File: config.mk
export PLATFORM = sky130hd
export DESIGN_NAME = line_sensor_centroid
export DESIGN_NICKNAME = d
export VERILOG_FILES = /design/src/hdl/lsc_pkg.sv /design/src/hdl/lsc_cfg.sv /design/src/hdl/lsc_div.sv /design/src/hdl/lsc_store.sv /design/src/hdl/line_sensor_centroid.sv
export SDC_FILE = /design/constraint.sdc
export NUM_CORES = 1
export LEC_CHECK = 0
export ABC_AREA = 1
export BUFFER_PORTS_ARGS = -buffer_cell sky130_fd_sc_hd__buf_2
export CAP_MARGIN = 20
export CORE_MARGIN = 2
export CORE_UTILIZATION = 40
export DETAILED_ROUTE_END_ITERATION = 6
export SETUP_SLACK_MARGIN = 0.15
export SYNTH_ARGS = -nofsm -noshare
export SYNTH_HDL_FRONTEND = slang
export SYNTH_SLANG_ARGS = --single-unit
File: constraint.sdc
create_clock -name i_clk -period 7.9 [get_ports i_clk]
set_input_delay 1.58 -clock i_clk [delete_from_list [all_inputs] [get_ports i_clk]]
set_output_delay 1.58 -clock i_clk [all_outputs]
set_load 0.005 [all_outputs]
File: src/hdl/lsc_pkg.sv
`timescale 1ns / 1ps
// ----------------------------------------------------------------------------
// lsc_pkg
// Shared constants, codes and types of the line sensor centroid block.
// ----------------------------------------------------------------------------
package lsc_pkg;

    localparam int CHANNELS  = 8;
    localparam int CH_W      = 3;
    localparam int IDX_W     = $clog2(CHANNELS);
    localparam int CNT_W     = $clog2(CHANNELS + 1);
    localparam int SAMPLE_W  = 12;
    localparam int CFG_W     = 48;
    localparam int CFG_IDX_W = 3;
    localparam int POS_W     = 15;
    localparam int ERR_W     = 16;

    // sum of all entries, weighted sum, centroid dividend
    localparam int SUM_W     = SAMPLE_W + IDX_W;
    localparam int WSUM_W    = SUM_W + IDX_W;
    localparam int NUM_W     = WSUM_W + SAMPLE_W;
    localparam int DEN_W     = SUM_W;
    localparam int QUOT_W    = NUM_W - DEN_W;
    localparam int STEP_W    = $clog2(QUOT_W);

    localparam logic [POS_W-1:0] TARGET_RESET = POS_W'(14332);

    // configuration register indexes
    localparam logic [CFG_IDX_W-1:0] CFG_MIN_LOW  = CFG_IDX_W'(0);
    localparam logic [CFG_IDX_W-1:0] CFG_MIN_HIGH = CFG_IDX_W'(1);
    localparam logic [CFG_IDX_W-1:0] CFG_MAX_LOW  = CFG_IDX_W'(2);
    localparam logic [CFG_IDX_W-1:0] CFG_MAX_HIGH = CFG_IDX_W'(3);
    localparam logic [CFG_IDX_W-1:0] CFG_TARGET   = CFG_IDX_W'(4);

    typedef enum logic [3:0] {
        S_IDLE,
        S_PREP,
        S_NSTART,
        S_NORM,
        S_WRITE,
        S_SUM,
        S_SUM_END,
        S_CENT,
        S_DONE
    } t_state;

    typedef struct packed {
        logic [SAMPLE_W-1:0] lo;
        logic [SAMPLE_W-1:0] hi;
    } t_cal;

    typedef struct packed {
        logic             start;
        logic [NUM_W-1:0] num;
        logic [DEN_W-1:0] den;
    } t_div_req;

    typedef struct packed {
        logic              done;
        logic [QUOT_W-1:0] quot;
    } t_div_rsp;

    typedef struct packed {
        logic                wr_en;
        logic [IDX_W-1:0]    wr_addr;
        logic [SAMPLE_W-1:0] wr_data;
        logic                rd_en;
        logic [IDX_W-1:0]    rd_addr;
    } t_store_req;

endpackage

File: src/hdl/lsc_cfg.sv
`timescale 1ns / 1ps
// ----------------------------------------------------------------------------
// lsc_cfg
// Calibration and setpoint registers with per-channel window lookup.
// ----------------------------------------------------------------------------
module lsc_cfg
    import lsc_pkg::*;
(
    input  logic                 i_clk,
    input  logic                 i_rst_n,
    input  logic                 i_cfg_valid,
    output logic                 o_cfg_ready,
    input  logic [CFG_IDX_W-1:0] i_cfg_index,
    input  logic [CFG_W-1:0]     i_cfg_data,
    input  logic [CH_W-1:0]      i_channel,
    output t_cal                 o_cal,
    output logic [POS_W-1:0]     o_target
);

    logic [CFG_W-1:0] r_min_low;
    logic [CFG_W-1:0] r_min_high;
    logic [CFG_W-1:0] r_max_low;
    logic [CFG_W-1:0] r_max_high;
    logic [POS_W-1:0] r_target;
    logic [CFG_W-1:0] w_min_reg;
    logic [CFG_W-1:0] w_max_reg;

    assign o_cfg_ready = 1'b1;

    always_ff @(posedge i_clk) begin
        if (!i_rst_n) begin
            r_min_low  <= '0;
            r_min_high <= '0;
            r_max_low  <= '1;
            r_max_high <= '1;
            r_target   <= TARGET_RESET;
        end else if (i_cfg_valid) begin
            case (i_cfg_index)
                CFG_MIN_LOW:  r_min_low  <= i_cfg_data;
                CFG_MIN_HIGH: r_min_high <= i_cfg_data;
                CFG_MAX_LOW:  r_max_low  <= i_cfg_data;
                CFG_MAX_HIGH: r_max_high <= i_cfg_data;
                CFG_TARGET:   r_target   <= i_cfg_data[POS_W-1:0];
                default: begin
                end
            endcase
        end
    end

    // four channels per register, channel 0 and 4 in the low bits
    always_comb begin
        w_min_reg = i_channel[CH_W-1] ? r_min_high : r_min_low;
        w_max_reg = i_channel[CH_W-1] ? r_max_high : r_max_low;
        o_cal.lo  = w_min_reg[i_channel[CH_W-2:0] * SAMPLE_W +: SAMPLE_W];
        o_cal.hi  = w_max_reg[i_channel[CH_W-2:0] * SAMPLE_W +: SAMPLE_W];
    end

    assign o_target = r_target;

endmodule

File: src/hdl/lsc_div.sv
`timescale 1ns / 1ps
// ----------------------------------------------------------------------------
// lsc_div
// Restoring divider, one quotient bit per cycle. The top DEN_W bits of the
// dividend must be below the divisor, so QUOT_W steps give the full quotient.
// ----------------------------------------------------------------------------
module lsc_div
    import lsc_pkg::*;
(
    input  logic     i_clk,
    input  logic     i_rst_n,
    input  t_div_req i_req,
    output t_div_rsp o_rsp
);

    localparam logic [STEP_W-1:0] STEP_LAST = STEP_W'(QUOT_W - 1);

    logic              r_busy;
    logic              r_done;
    logic [STEP_W-1:0] r_step;
    logic [DEN_W-1:0]  r_rem;
    logic [QUOT_W-1:0] r_quo;
    logic [DEN_W-1:0]  r_den;
    logic [DEN_W:0]    w_trial;
    logic [DEN_W:0]    w_diff;
    logic              w_ge;
    logic [DEN_W-1:0]  n_rem;

    always_comb begin
        w_trial = {r_rem, r_quo[QUOT_W-1]};
        w_diff  = w_trial - {1'b0, r_den};
        w_ge    = w_trial >= {1'b0, r_den};
        n_rem   = w_ge ? w_diff[DEN_W-1:0] : w_trial[DEN_W-1:0];
    end

    always_ff @(posedge i_clk) begin
        if (!i_rst_n) begin
            r_busy <= 1'b0;
            r_done <= 1'b0;
            r_step <= '0;
        end else begin
            r_done <= 1'b0;
            if (i_req.start && !r_busy) begin
                r_busy <= 1'b1;
                r_step <= '0;
            end else if (r_busy) begin
                if (r_step == STEP_LAST) begin
                    r_busy <= 1'b0;
                    r_done <= 1'b1;
                end else begin
                    r_step <= r_step + 1'b1;
                end
            end
        end
    end

    // dividend low bits shift out while quotient bits shift in
    always_ff @(posedge i_clk) begin
        if (i_req.start && !r_busy) begin
            r_rem <= i_req.num[NUM_W-1 -: DEN_W];
            r_quo <= i_req.num[QUOT_W-1:0];
            r_den <= i_req.den;
        end else if (r_busy) begin
            r_rem <= n_rem;
            r_quo <= {r_quo[QUOT_W-2:0], w_ge};
        end
    end

    assign o_rsp.done = r_done;
    assign o_rsp.quot = r_quo;

endmodule

File: src/hdl/lsc_store.sv
`timescale 1ns / 1ps
// ----------------------------------------------------------------------------
// lsc_store
// Normalized value store: one write and one registered read per cycle.
// Entries not yet written since reset read as zero.
// ----------------------------------------------------------------------------
module lsc_store
    import lsc_pkg::*;
(
    input  logic                i_clk,
    input  logic                i_rst_n,
    input  t_store_req          i_req,
    output logic [SAMPLE_W-1:0] o_rd_data
);

    logic [SAMPLE_W-1:0] r_mem [CHANNELS];
    logic [CHANNELS-1:0] r_valid;
    logic [SAMPLE_W-1:0] r_rd_raw;
    logic                r_rd_vld;

    always_ff @(posedge i_clk) begin
        if (i_req.wr_en) begin
            r_mem[i_req.wr_addr] <= i_req.wr_data;
        end
        if (i_req.rd_en) begin
            r_rd_raw <= r_mem[i_req.rd_addr];
        end
    end

    always_ff @(posedge i_clk) begin
        if (!i_rst_n) begin
            r_valid  <= '0;
            r_rd_vld <= 1'b0;
        end else begin
            if (i_req.wr_en) begin
                r_valid[i_req.wr_addr] <= 1'b1;
            end
            if (i_req.rd_en) begin
                r_rd_vld <= r_valid[i_req.rd_addr];
            end
        end
    end

    assign o_rd_data = r_rd_vld ? r_rd_raw : '0;

endmodule

File: src/hdl/line_sensor_centroid.sv
`timescale 1ns / 1ps
// Each item passes preparation and a normalizing divide; an item that closes a
// frame adds an 8-entry store sweep and a second divide. The first divide is
// skipped when the channel's window is empty, the second when the store sums to zero.
// One item at a time: the next is taken once the result moves to the output
// register. The bit-serial divider and the one-entry-per-cycle store sweep
// set how long an item takes.
// Reset is synchronous and clears control, output valid and the store's valid bits together.
// ----------------------------------------------------------------------------
// line_sensor_centroid
// Per-channel sample normalization and weighted-centroid line position.
// ----------------------------------------------------------------------------
module line_sensor_centroid
    import lsc_pkg::*;
(
    input  logic                    i_clk,
    input  logic                    i_rst_n,
    input  logic                    i_valid,
    output logic                    o_stall,
    input  logic [CH_W-1:0]         i_channel,
    input  logic [SAMPLE_W-1:0]     i_raw_sample,
    input  logic                    i_end_of_frame,
    output logic                    o_valid,
    input  logic                    i_stall,
    output logic [SAMPLE_W-1:0]     o_normalized,
    output logic [POS_W-1:0]        o_position,
    output logic signed [ERR_W-1:0] o_position_error,
    output logic                    o_frame_done,
    output logic                    o_zero_sum,
    input  logic                    i_cfg_valid,
    output logic                    o_cfg_ready,
    input  logic [CFG_IDX_W-1:0]    i_cfg_index,
    input  logic [CFG_W-1:0]        i_cfg_data
);

    localparam logic [CNT_W-1:0] CNT_END = CNT_W'(CHANNELS);

    t_state r_state;
    t_state n_state;

    logic [CH_W-1:0]      r_ch;
    logic [SAMPLE_W-1:0]  r_raw;
    logic                 r_eof;
    logic [SAMPLE_W-1:0]  r_diff;
    logic [SAMPLE_W-1:0]  r_range;
    logic                 r_empty;
    logic [SAMPLE_W-1:0]  r_norm;
    logic [CNT_W-1:0]     r_cnt;
    logic                 r_acc_en;
    logic [IDX_W-1:0]     r_acc_idx;
    logic [SUM_W-1:0]     r_sum;
    logic [WSUM_W-1:0]    r_wsum;
    logic [POS_W-1:0]     r_pos;
    logic                 r_zero;

    logic                 r_out_valid;
    logic [SAMPLE_W-1:0]  r_out_norm;
    logic [POS_W-1:0]     r_out_pos;
    logic [ERR_W-1:0]     r_out_err;
    logic                 r_out_done;
    logic                 r_out_zero;

    t_cal                 w_cal;
    logic [POS_W-1:0]     w_target;
    t_div_req             w_div_req;
    t_div_rsp             w_div_rsp;
    t_store_req           w_store_req;
    logic [SAMPLE_W-1:0]  w_rd_data;
    logic                 w_accept;
    logic                 w_out_load;
    logic [SAMPLE_W-1:0]  w_clamp;
    logic [2*SAMPLE_W-1:0] w_scaled;
    logic [NUM_W-1:0]     w_wscaled;
    logic [WSUM_W-1:0]    w_term;
    logic [ERR_W-1:0]     w_err;

    lsc_cfg u_cfg (
        .i_clk       (i_clk),
        .i_rst_n     (i_rst_n),
        .i_cfg_valid (i_cfg_valid),
        .o_cfg_ready (o_cfg_ready),
        .i_cfg_index (i_cfg_index),
        .i_cfg_data  (i_cfg_data),
        .i_channel   (r_ch),
        .o_cal       (w_cal),
        .o_target    (w_target)
    );

    lsc_div u_div (
        .i_clk   (i_clk),
        .i_rst_n (i_rst_n),
        .i_req   (w_div_req),
        .o_rsp   (w_div_rsp)
    );

    lsc_store u_store (
        .i_clk     (i_clk),
        .i_rst_n   (i_rst_n),
        .i_req     (w_store_req),
        .o_rd_data (w_rd_data)
    );

    // datapath arithmetic
    always_comb begin
        w_clamp   = (r_raw > w_cal.hi) ? w_cal.hi : r_raw;
        w_clamp   = (w_clamp < w_cal.lo) ? w_cal.lo : w_clamp;
        // times 4095 as shift and subtract
        w_scaled  = {r_diff, SAMPLE_W'(0)} - {SAMPLE_W'(0), r_diff};
        w_wscaled = {r_wsum, SAMPLE_W'(0)} - {SAMPLE_W'(0), r_wsum};
        w_term    = WSUM_W'(r_acc_idx) * WSUM_W'(w_rd_data);
        w_err     = {1'b0, r_pos} - {1'b0, w_target};
    end

    always_comb begin
        n_state = r_state;
        case (r_state)
            S_IDLE: begin
                if (i_valid) begin
                    n_state = S_PREP;
                end
            end
            S_PREP:   n_state = S_NSTART;
            S_NSTART: n_state = r_empty ? S_WRITE : S_NORM;
            S_NORM: begin
                if (w_div_rsp.done) begin
                    n_state = S_WRITE;
                end
            end
            S_WRITE:  n_state = r_eof ? S_SUM : S_DONE;
            S_SUM: begin
                if (r_cnt == CNT_END) begin
                    n_state = S_SUM_END;
                end
            end
            S_SUM_END: n_state = (r_sum == '0) ? S_DONE : S_CENT;
            S_CENT: begin
                if (w_div_rsp.done) begin
                    n_state = S_DONE;
                end
            end
            S_DONE: begin
                if (w_out_load) begin
                    n_state = S_IDLE;
                end
            end
            default: n_state = S_IDLE;
        endcase
    end

    always_comb begin
        o_stall             = (r_state != S_IDLE);
        w_accept            = (r_state == S_IDLE) && i_valid;
        w_out_load          = (r_state == S_DONE) && (!r_out_valid || !i_stall);
        w_div_req.start     = ((r_state == S_NSTART) && !r_empty) ||
                              ((r_state == S_SUM_END) && (r_sum != '0));
        w_div_req.num       = (r_state == S_NSTART) ? NUM_W'(w_scaled) : w_wscaled;
        w_div_req.den       = (r_state == S_NSTART) ? DEN_W'(r_range) : r_sum;
        w_store_req.wr_en   = (r_state == S_WRITE);
        w_store_req.wr_addr = r_ch;
        w_store_req.wr_data = r_norm;
        w_store_req.rd_en   = (r_state == S_SUM) && (r_cnt < CNT_END);
        w_store_req.rd_addr = r_cnt[IDX_W-1:0];
    end

    always_ff @(posedge i_clk) begin
        if (!i_rst_n) begin
            r_state     <= S_IDLE;
            r_acc_en    <= 1'b0;
            r_out_valid <= 1'b0;
        end else begin
            r_state  <= n_state;
            r_acc_en <= w_store_req.rd_en;
            if (w_out_load) begin
                r_out_valid <= 1'b1;
            end else if (!i_stall) begin
                r_out_valid <= 1'b0;
            end
        end
    end

    always_ff @(posedge i_clk) begin
        if (w_accept) begin
            r_ch  <= i_channel;
            r_raw <= i_raw_sample;
            r_eof <= i_end_of_frame;
        end
        if (r_state == S_PREP) begin
            r_diff  <= w_clamp - w_cal.lo;
            r_range <= w_cal.hi - w_cal.lo;
            r_empty <= (w_cal.hi <= w_cal.lo);
            r_zero  <= 1'b0;
        end
        if ((r_state == S_NSTART) && r_empty) begin
            r_norm <= '0;
        end
        if ((r_state == S_NORM) && w_div_rsp.done) begin
            r_norm <= w_div_rsp.quot[SAMPLE_W-1:0];
        end
        if (r_state == S_WRITE) begin
            r_cnt  <= '0;
            r_sum  <= '0;
            r_wsum <= '0;
        end
        if (w_store_req.rd_en) begin
            r_cnt <= r_cnt + 1'b1;
        end
        r_acc_idx <= r_cnt[IDX_W-1:0];
        if (r_acc_en) begin
            r_sum  <= r_sum + SUM_W'(w_rd_data);
            r_wsum <= r_wsum + w_term;
        end
        if ((r_state == S_SUM_END) && (r_sum == '0)) begin
            r_zero <= 1'b1;
            r_pos  <= '0;
        end
        if ((r_state == S_CENT) && w_div_rsp.done) begin
            r_pos <= w_div_rsp.quot;
        end
        if (w_out_load) begin
            r_out_norm <= r_norm;
            r_out_pos  <= r_eof ? r_pos : '0;
            r_out_err  <= r_eof ? w_err : '0;
            r_out_done <= r_eof;
            r_out_zero <= r_eof && r_zero;
        end
    end

    assign o_valid          = r_out_valid;
    assign o_normalized     = r_out_norm;
    assign o_position       = r_out_pos;
    assign o_position_error = $signed(r_out_err);
    assign o_frame_done     = r_out_done;
    assign o_zero_sum       = r_out_zero;

    a_div_done_state: assert property (@(posedge i_clk) disable iff (!i_rst_n)
        w_div_rsp.done |-> (r_state == S_NORM || r_state == S_CENT))
        else $error("divider finished outside a divide state");

    a_accept_prep: assert property (@(posedge i_clk) disable iff (!i_rst_n)
        (i_valid && !o_stall) |=> (r_state == S_PREP))
        else $error("accepted item did not start preparation");

    a_sweep_bound: assert property (@(posedge i_clk) disable iff (!i_rst_n)
        (r_state == S_SUM) |-> (r_cnt <= CNT_END))
        else $error("store sweep ran past the last entry");

    a_zero_pos: assert property (@(posedge i_clk) disable iff (!i_rst_n)
        (o_valid && o_zero_sum) |-> (o_frame_done && o_position == '0))
        else $error("zero sum result with nonzero position");

endmodule
==> flow_metrics.tcl, run 1 <==
set metrics [dict create \
    final_cell_mix "nor2_1 (563), nand2_1 (555), o21ai_0 (345)" \
    drive_gt1_frac 0.1007 \
    core_area_um2 68350 \
    antennaDiodeCount 0 \
    io_pins 120 \
    layout_min_cycle_time_ns 6.390 \
    clock.fmax_mhz 156.5 \
    maxCapViolations 0 \
    slowest_delay_ns 0.79 \
    dp_hpwl_um 52700 \
    synth-seq-cells 535 \
    cts.sinks 535 \
    slew_headroom 0.3133 \
    arrival_ns 6.76 \
    syn_nets 3462 \
    slew_viol_final 0 \
    cts_resized 0 \
    clk_pin_slew_worst_paths_ns 0.06 \
    grt-ovfl-total 0 \
    holdBufCountCts 0 \
    hold_slack_ns 0.4504 \
    criticalPathCategory "flip-flop to flip-flop" \
    grt_pass1_vias 20920 \
    grtUsageTotal 0.2139 \
    io_buffers 118 \
    grt_pass1_wl_um 119200 \
    syn-cell-area_um2 27530 \
    cts_tree "done" \
    fp.dieW_um 266.3 \
    required_ns 8.27 \
    cts_buffer_depth 3 \
    gp_congestion 0.9121 \
    place_area_um2 28800 \
    vias 22170 \
    clock_skew_ns 0.01958 \
    met1_usage 0.2966 \
    root_buffer "clkbuf_16" \
    firstDrtPassIters 5 \
    startpoint_type "flip-flop" \
    fin_crit_sh 0.8089 \
    fillers 6718 \
    tightest_slew_ns 1.030 \
    synth_seq_area_share 0.4993 \
    wl_per_cell_um 17.99 \
    std_cell_rows 96 \
    grt_max_degree 106 \
    grt_util_met3 0.02505 \
    routed_wl_um 76270 \
    clkLatencyLatePin_ns 0.63 \
    numCtsBuffers 59 \
    rsz0062_at_grt "false" \
    synthArstFlopShare 0 \
    start_util 0.4028 \
    avgSynthCellArea_um2 8.485 \
    cp_slowest_cell "buf_4" \
    path_max_fanout 100 \
    drtIter0Drc 1751 \
    ir_drop_v 0.0001818 \
    drtAntennaViolNets 0 \
    hold_class "flip-flop to flip-flop" \
    status "finished, final reports clean" \
    leakage_nw 13.43 \
    synth_top_flop_cell "edfxtp_1" \
    synth_cell_types 61 \
    post_cts_buffers 0 \
    routed_via_density 5.230 \
    die_h_um 266.3 \
    synthCells 3244 \
    final_common_cell "nor2_1" \
    worst_setup_path_end_kind "flip-flop" \
    hold_viol 0 \
    ctsHtreeMaxLevel 2 \
    drc 0 \
    synth_warnings 0 \
    grt_most_used_layer "met2" \
    fin_setup_tns_ns 0 \
    finish.net_count 3526 \
    critical_path_buf_inv_count 4 \
    synth_edf_count 303 \
    setup_viol 0 \
    globalRouteMet2Util 0.3455 \
    antenna_found_initial 0 \
    final_area_um2 31020 \
    power_density_nw_per_um2 312.2 \
    critical-path-top-delay-family "compound AO/OA/AOI/OAI gates" \
    areaGrowthSynthToFinish_pct 12.69 \
    fp.dieArea_um2 70930 \
]
[cell usage after synthesis, drive strengths merged, types with 3 or more instances]
master | count | area [um^2]
nor2 | 573 | 2176
nand2 | 568 | 2170
o21ai | 408 | 2143
edfxtp | 303 | 9099
inv | 297 | 1115
dfxtp | 232 | 4644
a21oi | 154 | 770.7
nand3 | 152 | 780.8
ha | 118 | 1476
clkbuf | 102 | 382.9
o22ai | 53 | 337.8
buf | 49 | 325.3
xor2 | 30 | 262.8
fa | 28 | 560.5
a31oi | 24 | 150.1
nor3 | 24 | 152.6
o211ai | 19 | 142.6
xnor2 | 15 | 138.9
o221ai | 13 | 113.9
nand4 | 11 | 68.82
nor4 | 9 | 56.30
o21a | 8 | 60.06
a211oi | 6 | 45.04
a21boi | 6 | 45.04
a21o | 6 | 45.04
clkinv | 5 | 18.77
o21bai | 5 | 52.55
o31ai | 4 | 30.03
or2 | 4 | 25.02
nand3b | 3 | 22.52
[layout make-up]
type / instances / area, um^2 / area share
Clock buffer: 77 / 1645 / 0.05304
Inverter: 302 / 1134 / 0.03654
Clock inverter: 33 / 516.7 / 0.01666
Timing Repair Buffer: 154 / 899.6 / 0.02900
Tap cell: 882 / 1104 / 0.03558
Sequential cell: 535 / 13740 / 0.4430
Multi-Input combinational cell: 2256 / 11980 / 0.3861
[path summary, 6_finish.rpt]
path	slack (ns)	to	startpoint	depth (start not counted)
min reg2reg	0.45	u_cfg.r_max_low[22]	u_cfg.r_max_low[22]	2
min	0.45	u_cfg.r_max_low[22]	u_cfg.r_max_low[22]	2
max	1.51	r_diff[10]	r_ch[2]	31
max reg2reg	1.51	r_diff[10]	r_ch[2]	31
[metrics by stage]
step,total power [W],setup slack (ns),instances,utilization
after floorplan,0.005881,2.394,3244,-
after global placement,0.006611,1.565,4126,0.4214
after detailed placement,0.006639,1.435,4126,0.4214
after CTS,0.009712,1.409,4236,0.4531
after global routing,0.01028,0.7702,4239,0.4539
final,0.009685,1.510,4239,0.4539
[worst reg2reg max path: cells and delay by family, from the launching register on]
family	cells	cell delay, ns
and+or+nand+nor	10	1.24
AOI/OAI and AO/OA	12	2.26
buffers and inverters	4	0.98
adders and majority gates	4	1.15
xor gates and xnor gates	1	0.15
DFF	1	0.36
[state kept, by name (all words and copies together), names as in the netlist, 15 cells and up]
register,flops
o_position_error,16
u_cfg.r_max_low,48
u_store.r_mem,96
u_div.r_den,15
r_pos,15
r_wsum,18
u_div.r_quo,15
u_cfg.r_max_high,48
r_sum,15
u_cfg.r_min_low,48
u_cfg.o_target,15
u_cfg.r_min_high,48
o_position,15
u_div.r_rem,15
[power breakdown]
group	switching, W	internal (W)
logic	0.00200	0.00106
clock network	0.00118	0.00189
registers	0.000189	0.00337
total	0.00337	0.00632
[metal layers]
metal | wire, um | part of all wire | vias up
li1 | - | - | 11060
met1 | 35060 | 0.46 | 10440
met2 | 35010 | 0.46 | 551
met3 | 3638 | 0.048 | 130
met4 | 2557 | 0.034 | 0
met5 | 0 | 0 | -
[cells by family (layout without fill, tap and decap cells)]
family | after synthesis | after routing | share of synthesized area
AND/OR/NAND/NOR | 1350 | 1350 | 0.1995
AO/OA/AOI/OAI | 714 | 714 | 0.1456
flip-flops | 535 | 535 | 0.4993
buffers and inverters | 453 | 566 | 0.06691
other | 1 | 1 | 0.0001362
XOR/XNOR | 45 | 45 | 0.01459
adder cells (fa/ha/maj) | 146 | 146 | 0.07400
No activity file was read; power rests on OpenSTA's default activity.
==> run 2, diff against run 1 <==
Clock period 7.9 ns to 5.2 ns, I/O delays scaled along.
==> run 2 against run 1 <==
  * The flow now finishes with violations (setup timing)
  * Design area grew 5.3%
  * Via count up 2.7%
  * Clock power up 33%
  * Critical path type unchanged
  * Clock-buffer cell count is the same
  * Global-route usage increased by 0.41 points
  * Final cell count up 3.4%
  * Fmax up 21%
  * Die area unchanged
  * Combinational power increased by 120%
  * Core utilization up 2.4 points
  * Highest routed layer unchanged
  * Register-to-register slack worse by 1.6 ns
==> flow_metrics.tcl, run 2 (same netlist as run 1, synthesis figures left out) <==
set metrics [dict create \
    status "finished with violations" \
    violations "setup timing" \
    numCtsBuffers 56 \
    clkPwrFrac 0.250 \
    finish.net_count 3672 \
    hold_slack_ns 0.4522 \
    drc 0 \
    fp.dieW_um 266.3 \
    cts_tree "done" \
    fp.dieArea_um2 70930 \
    drive_gt1_frac 0.1585 \
    io_pins 120 \
    layout_min_cycle_time_ns 5.277 \
    largest_register_ff_count 96 \
    power.internal_w 0.01056 \
    p_sw_frac 0.3516 \
    power_density_nw_per_um2 498.7 \
    ctsHtreeMaxLevel 2 \
    drtIter0Drc 2083 \
    grt-ovfl-total 0 \
    tightest_slew_ns 1.369 \
    start_util 0.4028 \
    grtUsageTotal 0.2180 \
    hold_class "flip-flop to flip-flop" \
    gp_congestion 0.9170 \
    regMostFlops "u_store.r_mem" \
    cts_buffer_depth 3 \
    std_cell_rows 96 \
    wl_per_cell_um 18.05 \
    place_area_um2 29670 \
    regArea_um2 13740 \
    grt_pass1_wl_um 121400 \
    switching_power_w 0.005728 \
    clkLatencyLatePin_ns 0.63 \
    path_max_fanout 7 \
    fin_crit_sh 1.015 \
    multi_input_area_um2 12560 \
    final_area_um2 32670 \
    maxCapViolations 0 \
    criticalPathCategory "flip-flop to flip-flop" \
    startpoint_type "flip-flop" \
    cp_slowest_cell "edfxtp_1" \
    final_core_util 0.4780 \
    seq_power_share 0.333 \
    drtAntennaViolNets 0 \
    rsz0062_at_grt "true" \
    slowest_delay_ns 0.44 \
    holdBufCountCts 0 \
    routed_via_density 5.196 \
    clock_skew_ns 0.01981 \
    setup_ws_ns -0.07692 \
    firstDrtPassIters 5 \
    areaGrowthSynthToFinish_pct 18.67 \
    io_buffers 118 \
    antenna_found_initial 0 \
    grt_max_degree 84 \
    final_cell_mix "nor2_1 (554), nand2_1 (539), o21ai_0 (336)" \
    vias 22780 \
    fillers 6554 \
    worst_setup_path_end_kind "flip-flop" \
    setup_viol 2 \
    pwr-share-comb 0.418 \
    hold_viol 0 \
    required_ns 5.56 \
    clock.fmax_mhz 189.5 \
    arrival_ns 5.64 \
    grt_pass1_vias 21310 \
    final_common_cell "nor2_1" \
    slew_viol_final 0 \
    root_buffer "clkbuf_16" \
    ir_drop_v 0.0003639 \
    core_area_um2 68350 \
    dp_hpwl_um 54800 \
    routed_wl_um 79140 \
    leakage_nw 14.19 \
    slew_headroom 0.07776 \
    die_h_um 266.3 \
    antennaDiodeCount 0 \
    cts.sinks 535 \
    clk_pin_slew_worst_paths_ns 0.06 \
]
## run 2: cell types whose count changed in the layout (fill, tap and decap cells not counted), sizes merged
cell / previous run / this run
inv: 301 / 297
clkinv: 18 / 26
clkbuf: 77 / 80
buf: 154 / 298
bufinv: 13 / 5
nand2: 568 / 570
## run 2: power by group through the flow
stage	clock [W]	combinational, W	sequential, W
6_report	0.00407	0.00680	0.00542
5_1_grt	0.00432	0.00749	0.00545
4_1_cts	0.00417	0.00606	0.00541
3_5_place_dp	0	0.00554	0.00549
3_3_place_gp	0	0.00549	0.00549
2_1_floorplan	0	0.00373	0.00536
## run 2: timing repair
item                                    in CTS  in global routing
endpoints found under the setup margin       6                  9
setup buffers                               26                 16
gates resized for setup                     50                 76
gates cloned                                 4                  3
pin swaps                                   16                 38
## run 2: layout make-up
type | instances | share of cell area
timing repair buffer | 301 | 0.06952
sequential | 535 | 0.4207
multi-input combinational | 2258 | 0.3844
clock inverter | 29 | 0.009384
clock buffer | 77 | 0.04746
inverter | 302 | 0.03478
tap | 882 | 0.03378
## run 2: path summary, 6_finish.rpt
kind	startpoint	end	slack (ns)	cells past startpoint
min	r_cnt[2]	r_acc_idx[2]	0.45	0
max reg2reg	r_ch[2]	r_diff[10]	-0.08	35
min reg2reg	r_cnt[2]	r_acc_idx[2]	0.45	0
max	r_ch[2]	r_diff[10]	-0.08	35
## run 2: worst max-delay path, delay by kind of cell, from the launching register on
| kind | cells | cell delay [ns] |
|---|---|---|
| AOI/OAI and AO/OA | 11 | 1.73 |
| DFF | 1 | 0.44 |
| adders and majority gates | 4 | 1.04 |
| and+or+nand+nor | 12 | 0.89 |
| buffers and inverters | 7 | 0.76 |
| xor gates and xnor gates | 1 | 0.13 |
## run 2: per-layer routing
metal  global-route usage  part of all wire  vias to the layer above
met5                    0                 0                        -
met4              0.07410             0.032                        0
met3              0.02717             0.054                      140
met2               0.3553              0.46                      604
met1               0.2997              0.45                    10660
li1                     -                 -                    11370
## run 2: stage by stage
stage                     setup TNS, ns  total power, W  setup slack, ns  std cells
after floorplan                       0        0.009086           0.1523       3244
after global placement                0         0.01097          0.01698       4226
after detailed placement        -0.2418         0.01103          -0.1377       4228
after CTS                             0         0.01564          0.03634       4364
after global routing             -1.736         0.01726          -0.4066       4384
final                           -0.1315         0.01629         -0.07692       4384
==> run 3, diff against run 2 <==
Settings changed: SYNTH_HIERARCHICAL from default to 1.
==> run 3 against run 2 <==
  * The flow now finishes without violations
  * Die area up 7.7%
  * Clock-buffer cell count up 6
  * Critical path depth up 1
  * Final cell count up 14%
  * Sequential power about the same
  * Highest routed layer unchanged
  * Synthesized area up 7.8%
  * Largest power group unchanged
==> flow_metrics.tcl, run 3 <==
set metrics [dict create \
    status "finished, final reports clean" \
    numCtsBuffers 58 \
    hold_class "flip-flop to flip-flop" \
    cts.sinks 535 \
    die_h_um 276.4 \
    dp_hpwl_um 60470 \
    start_util 0.4053 \
    synth_top_family_by_area "simple AND/OR/NAND/NOR gates" \
    synth_largest_area_cell "edfxtp_1" \
    cts_buffer_depth 3 \
    synthCells 3844 \
    drc 0 \
    firstDrtPassIters 6 \
    std_cell_rows 99 \
    syn_nets 4062 \
    synth_xor_area_frac 0.01151 \
    r2r_slack_ns 0.03 \
    io_pins 120 \
    multi_input_area_um2 13230 \
    crit_start "r_ch[2]" \
    areaGrowthSynthToFinish_pct 15.37 \
    rsz0062_at_grt "true" \
    dp_cells 4844 \
    grt_pass1_vias 24130 \
    worst_setup_path_end_kind "flip-flop" \
    final_area_um2 34230 \
    synth.mux.area_fraction 0 \
    syn-cell-area_um2 29670 \
    final_cell_mix "nand2_1 (1000), inv_1 (570), nor2_1 (416)" \
    tightest_slew_ns 1.041 \
    synth_top_flop_cell "edfxtp_1" \
    place_area_um2 31480 \
    grt-ovfl-total 0 \
    vias 25200 \
    post-place-ws_ns -0.03631 \
    startpoint_type "flip-flop" \
    grt_pass1_wl_um 136300 \
    holdBufCountCts 0 \
    synth-compound-area-share 0.08535 \
    ctsHtreeMaxLevel 2 \
    yosys-top-cells-count "nand2_1 (1024), inv_1 (582), nor2_1 (424)" \
    fin_setup_tns_ns 0 \
    cts_tree "done" \
    yosysMostFrequentCell "nand2_1" \
    r2r-start "r_ch[2]" \
    cp_common_cell "nand2_1" \
    regArea_um2 13740 \
    power_density_nw_per_um2 473.2 \
    routed_via_density 5.054 \
    synth_seq_area_share 0.4632 \
    synth-simple-area-share 0.2666 \
    core_area_um2 73210 \
    fp.dieW_um 276.4 \
    criticalPathCategory "flip-flop to flip-flop" \
    synth-seq-cells 535 \
    drive_gt1_frac 0.1179 \
    regMostFlops "u_store/r_mem" \
    gp_congestion 0.8999 \
    setup_viol 0 \
    slowest_delay_ns 0.40 \
    synthArstFlopShare 0 \
    grt_max_degree 117 \
    fin_crit_sh 0.9949 \
    fillers 7273 \
    wl_per_cell_um 17.55 \
    leakage_nw 16.22 \
    setup_ws_ns 0.02646 \
    required_ns 5.60 \
    synth_area_leaders "edfxtp_1 (31%), dfxtp_1 (16%), nand2_1 (13%), inv_1 (7.4%), nand3_1 (5.4%)" \
    clock_skew_ns 0.05544 \
    slew_viol_final 0 \
    synth.top_cell.area_share 0.3066 \
    drtAntennaViolNets 0 \
    synth_cell_types 58 \
    routed_wl_um 87540 \
    synth_edf_count 303 \
    avgSynthCellArea_um2 7.719 \
    hold_viol 0 \
    maxCapViolations 0 \
    drtIter0Drc 2116 \
    crit_end "r_diff[10]" \
    cp_slowest_cell "edfxtp_1" \
    synth_warnings 6 \
    clk_pin_slew_worst_paths_ns 0.06 \
    io_buffers 118 \
    arrival_ns 5.57 \
    layout_min_cycle_time_ns 5.174 \
    root_buffer "clkbuf_16" \
    path_max_fanout 7 \
    final_common_cell "nand2_1" \
    clock.fmax_mhz 193.3 \
    stdcell_count 4987 \
    synthAdderAreaFrac 0.06865 \
    hold_slack_ns 0.4577 \
    ir_drop_v 0.0003807 \
    clkLatencyLatePin_ns 0.66 \
    antenna_found_initial 1 \
    grtUsageTotal 0.2246 \
    largest_register_ff_count 96 \
    antennaDiodeCount 0 \
    slew_headroom 0.3061 \
    finish.net_count 4196 \
    reg2reg_to "r_diff[10]" \
    rr_worst_depth 36 \
    fp.dieArea_um2 76370 \
]
run 3: cell type report:
| type | instances | area share |
|---|---|---|
| multi-input cells | 2538 | 0.3863 |
| repair buffers | 244 | 0.05460 |
| well taps | 959 | 0.03505 |
| flip-flops and latches | 535 | 0.4014 |
| inverters | 601 | 0.06630 |
| clock inverters | 27 | 0.009685 |
| clock buffers | 83 | 0.04660 |
run 3: repair_timing:
item | 4_1_cts | 5_1_grt
gates resized for setup | 38 | 71
gates cloned | 7 | 2
pin swaps | 7 | 41
endpoints found under the setup margin | 3 | 8
setup buffers | 12 | 12
run 3: stage by stage:
stage | utilization | total power (W)
floorplan | - | 0.009333
global placement | 0.4298 | 0.01120
detailed placement | 0.4300 | 0.01123
CTS | 0.4619 | 0.01575
global route | 0.4676 | 0.01723
finish | 0.4676 | 0.01620
run 3: how the worst min path moves through the flow:
stage                              startpoint             endpoint  slack (ns)  cells after the start
after global routing      u_cfg/r_max_low[22]  u_cfg/r_max_low[22]        0.48                      2
after CTS                 u_cfg/r_max_low[38]  u_cfg/r_max_low[38]        0.46                      2
after detailed placement  u_cfg/r_max_low[38]  u_cfg/r_max_low[38]        0.44                      2
after global placement    u_cfg/r_max_low[43]  u_cfg/r_max_low[43]        0.44                      2
final                     u_cfg/r_max_low[24]  u_cfg/r_max_low[24]        0.46                      2
after floorplan                      r_cnt[1]         r_acc_idx[1]        0.42                      0
run 3: worst max-delay path: cells and delay by family, from the launching register on:
family	cells	cell delay, ns
and+or+nand+nor	16	1.45
buffers and inverters	6	0.54
AOI/OAI and AO/OA	9	1.36
DFF	1	0.40
xor gates and xnor gates	1	0.13
adders and majority gates	4	1.05
run 3: cells by family after synthesis:
logic type                 after synthesis
AOI/OAI and AO/OA                      453
xor gates and xnor gates                39
other                                    1
adders and majority gates              146
and+or+nand+nor                       1898
buffers and inverters                  772
DFF                                    535
run 3: per-layer routing:
metal  share of wire  global-route usage  routed length [um]
met5               0                   0                   0
met1            0.44              0.2951               38120
met2            0.48              0.3811               41690
met4           0.033             0.07720                2876
met3           0.055             0.02856                4856
run 3: where the power goes:
part / total (W) / internal, W / switching [W]
Clock: 0.00419 / 0.00236 / 0.00183
Sequential: 0.00540 / 0.00513 / 0.000268
Combinational: 0.00661 / 0.00275 / 0.00385
Total: 0.0162 / 0.0102 / 0.00595
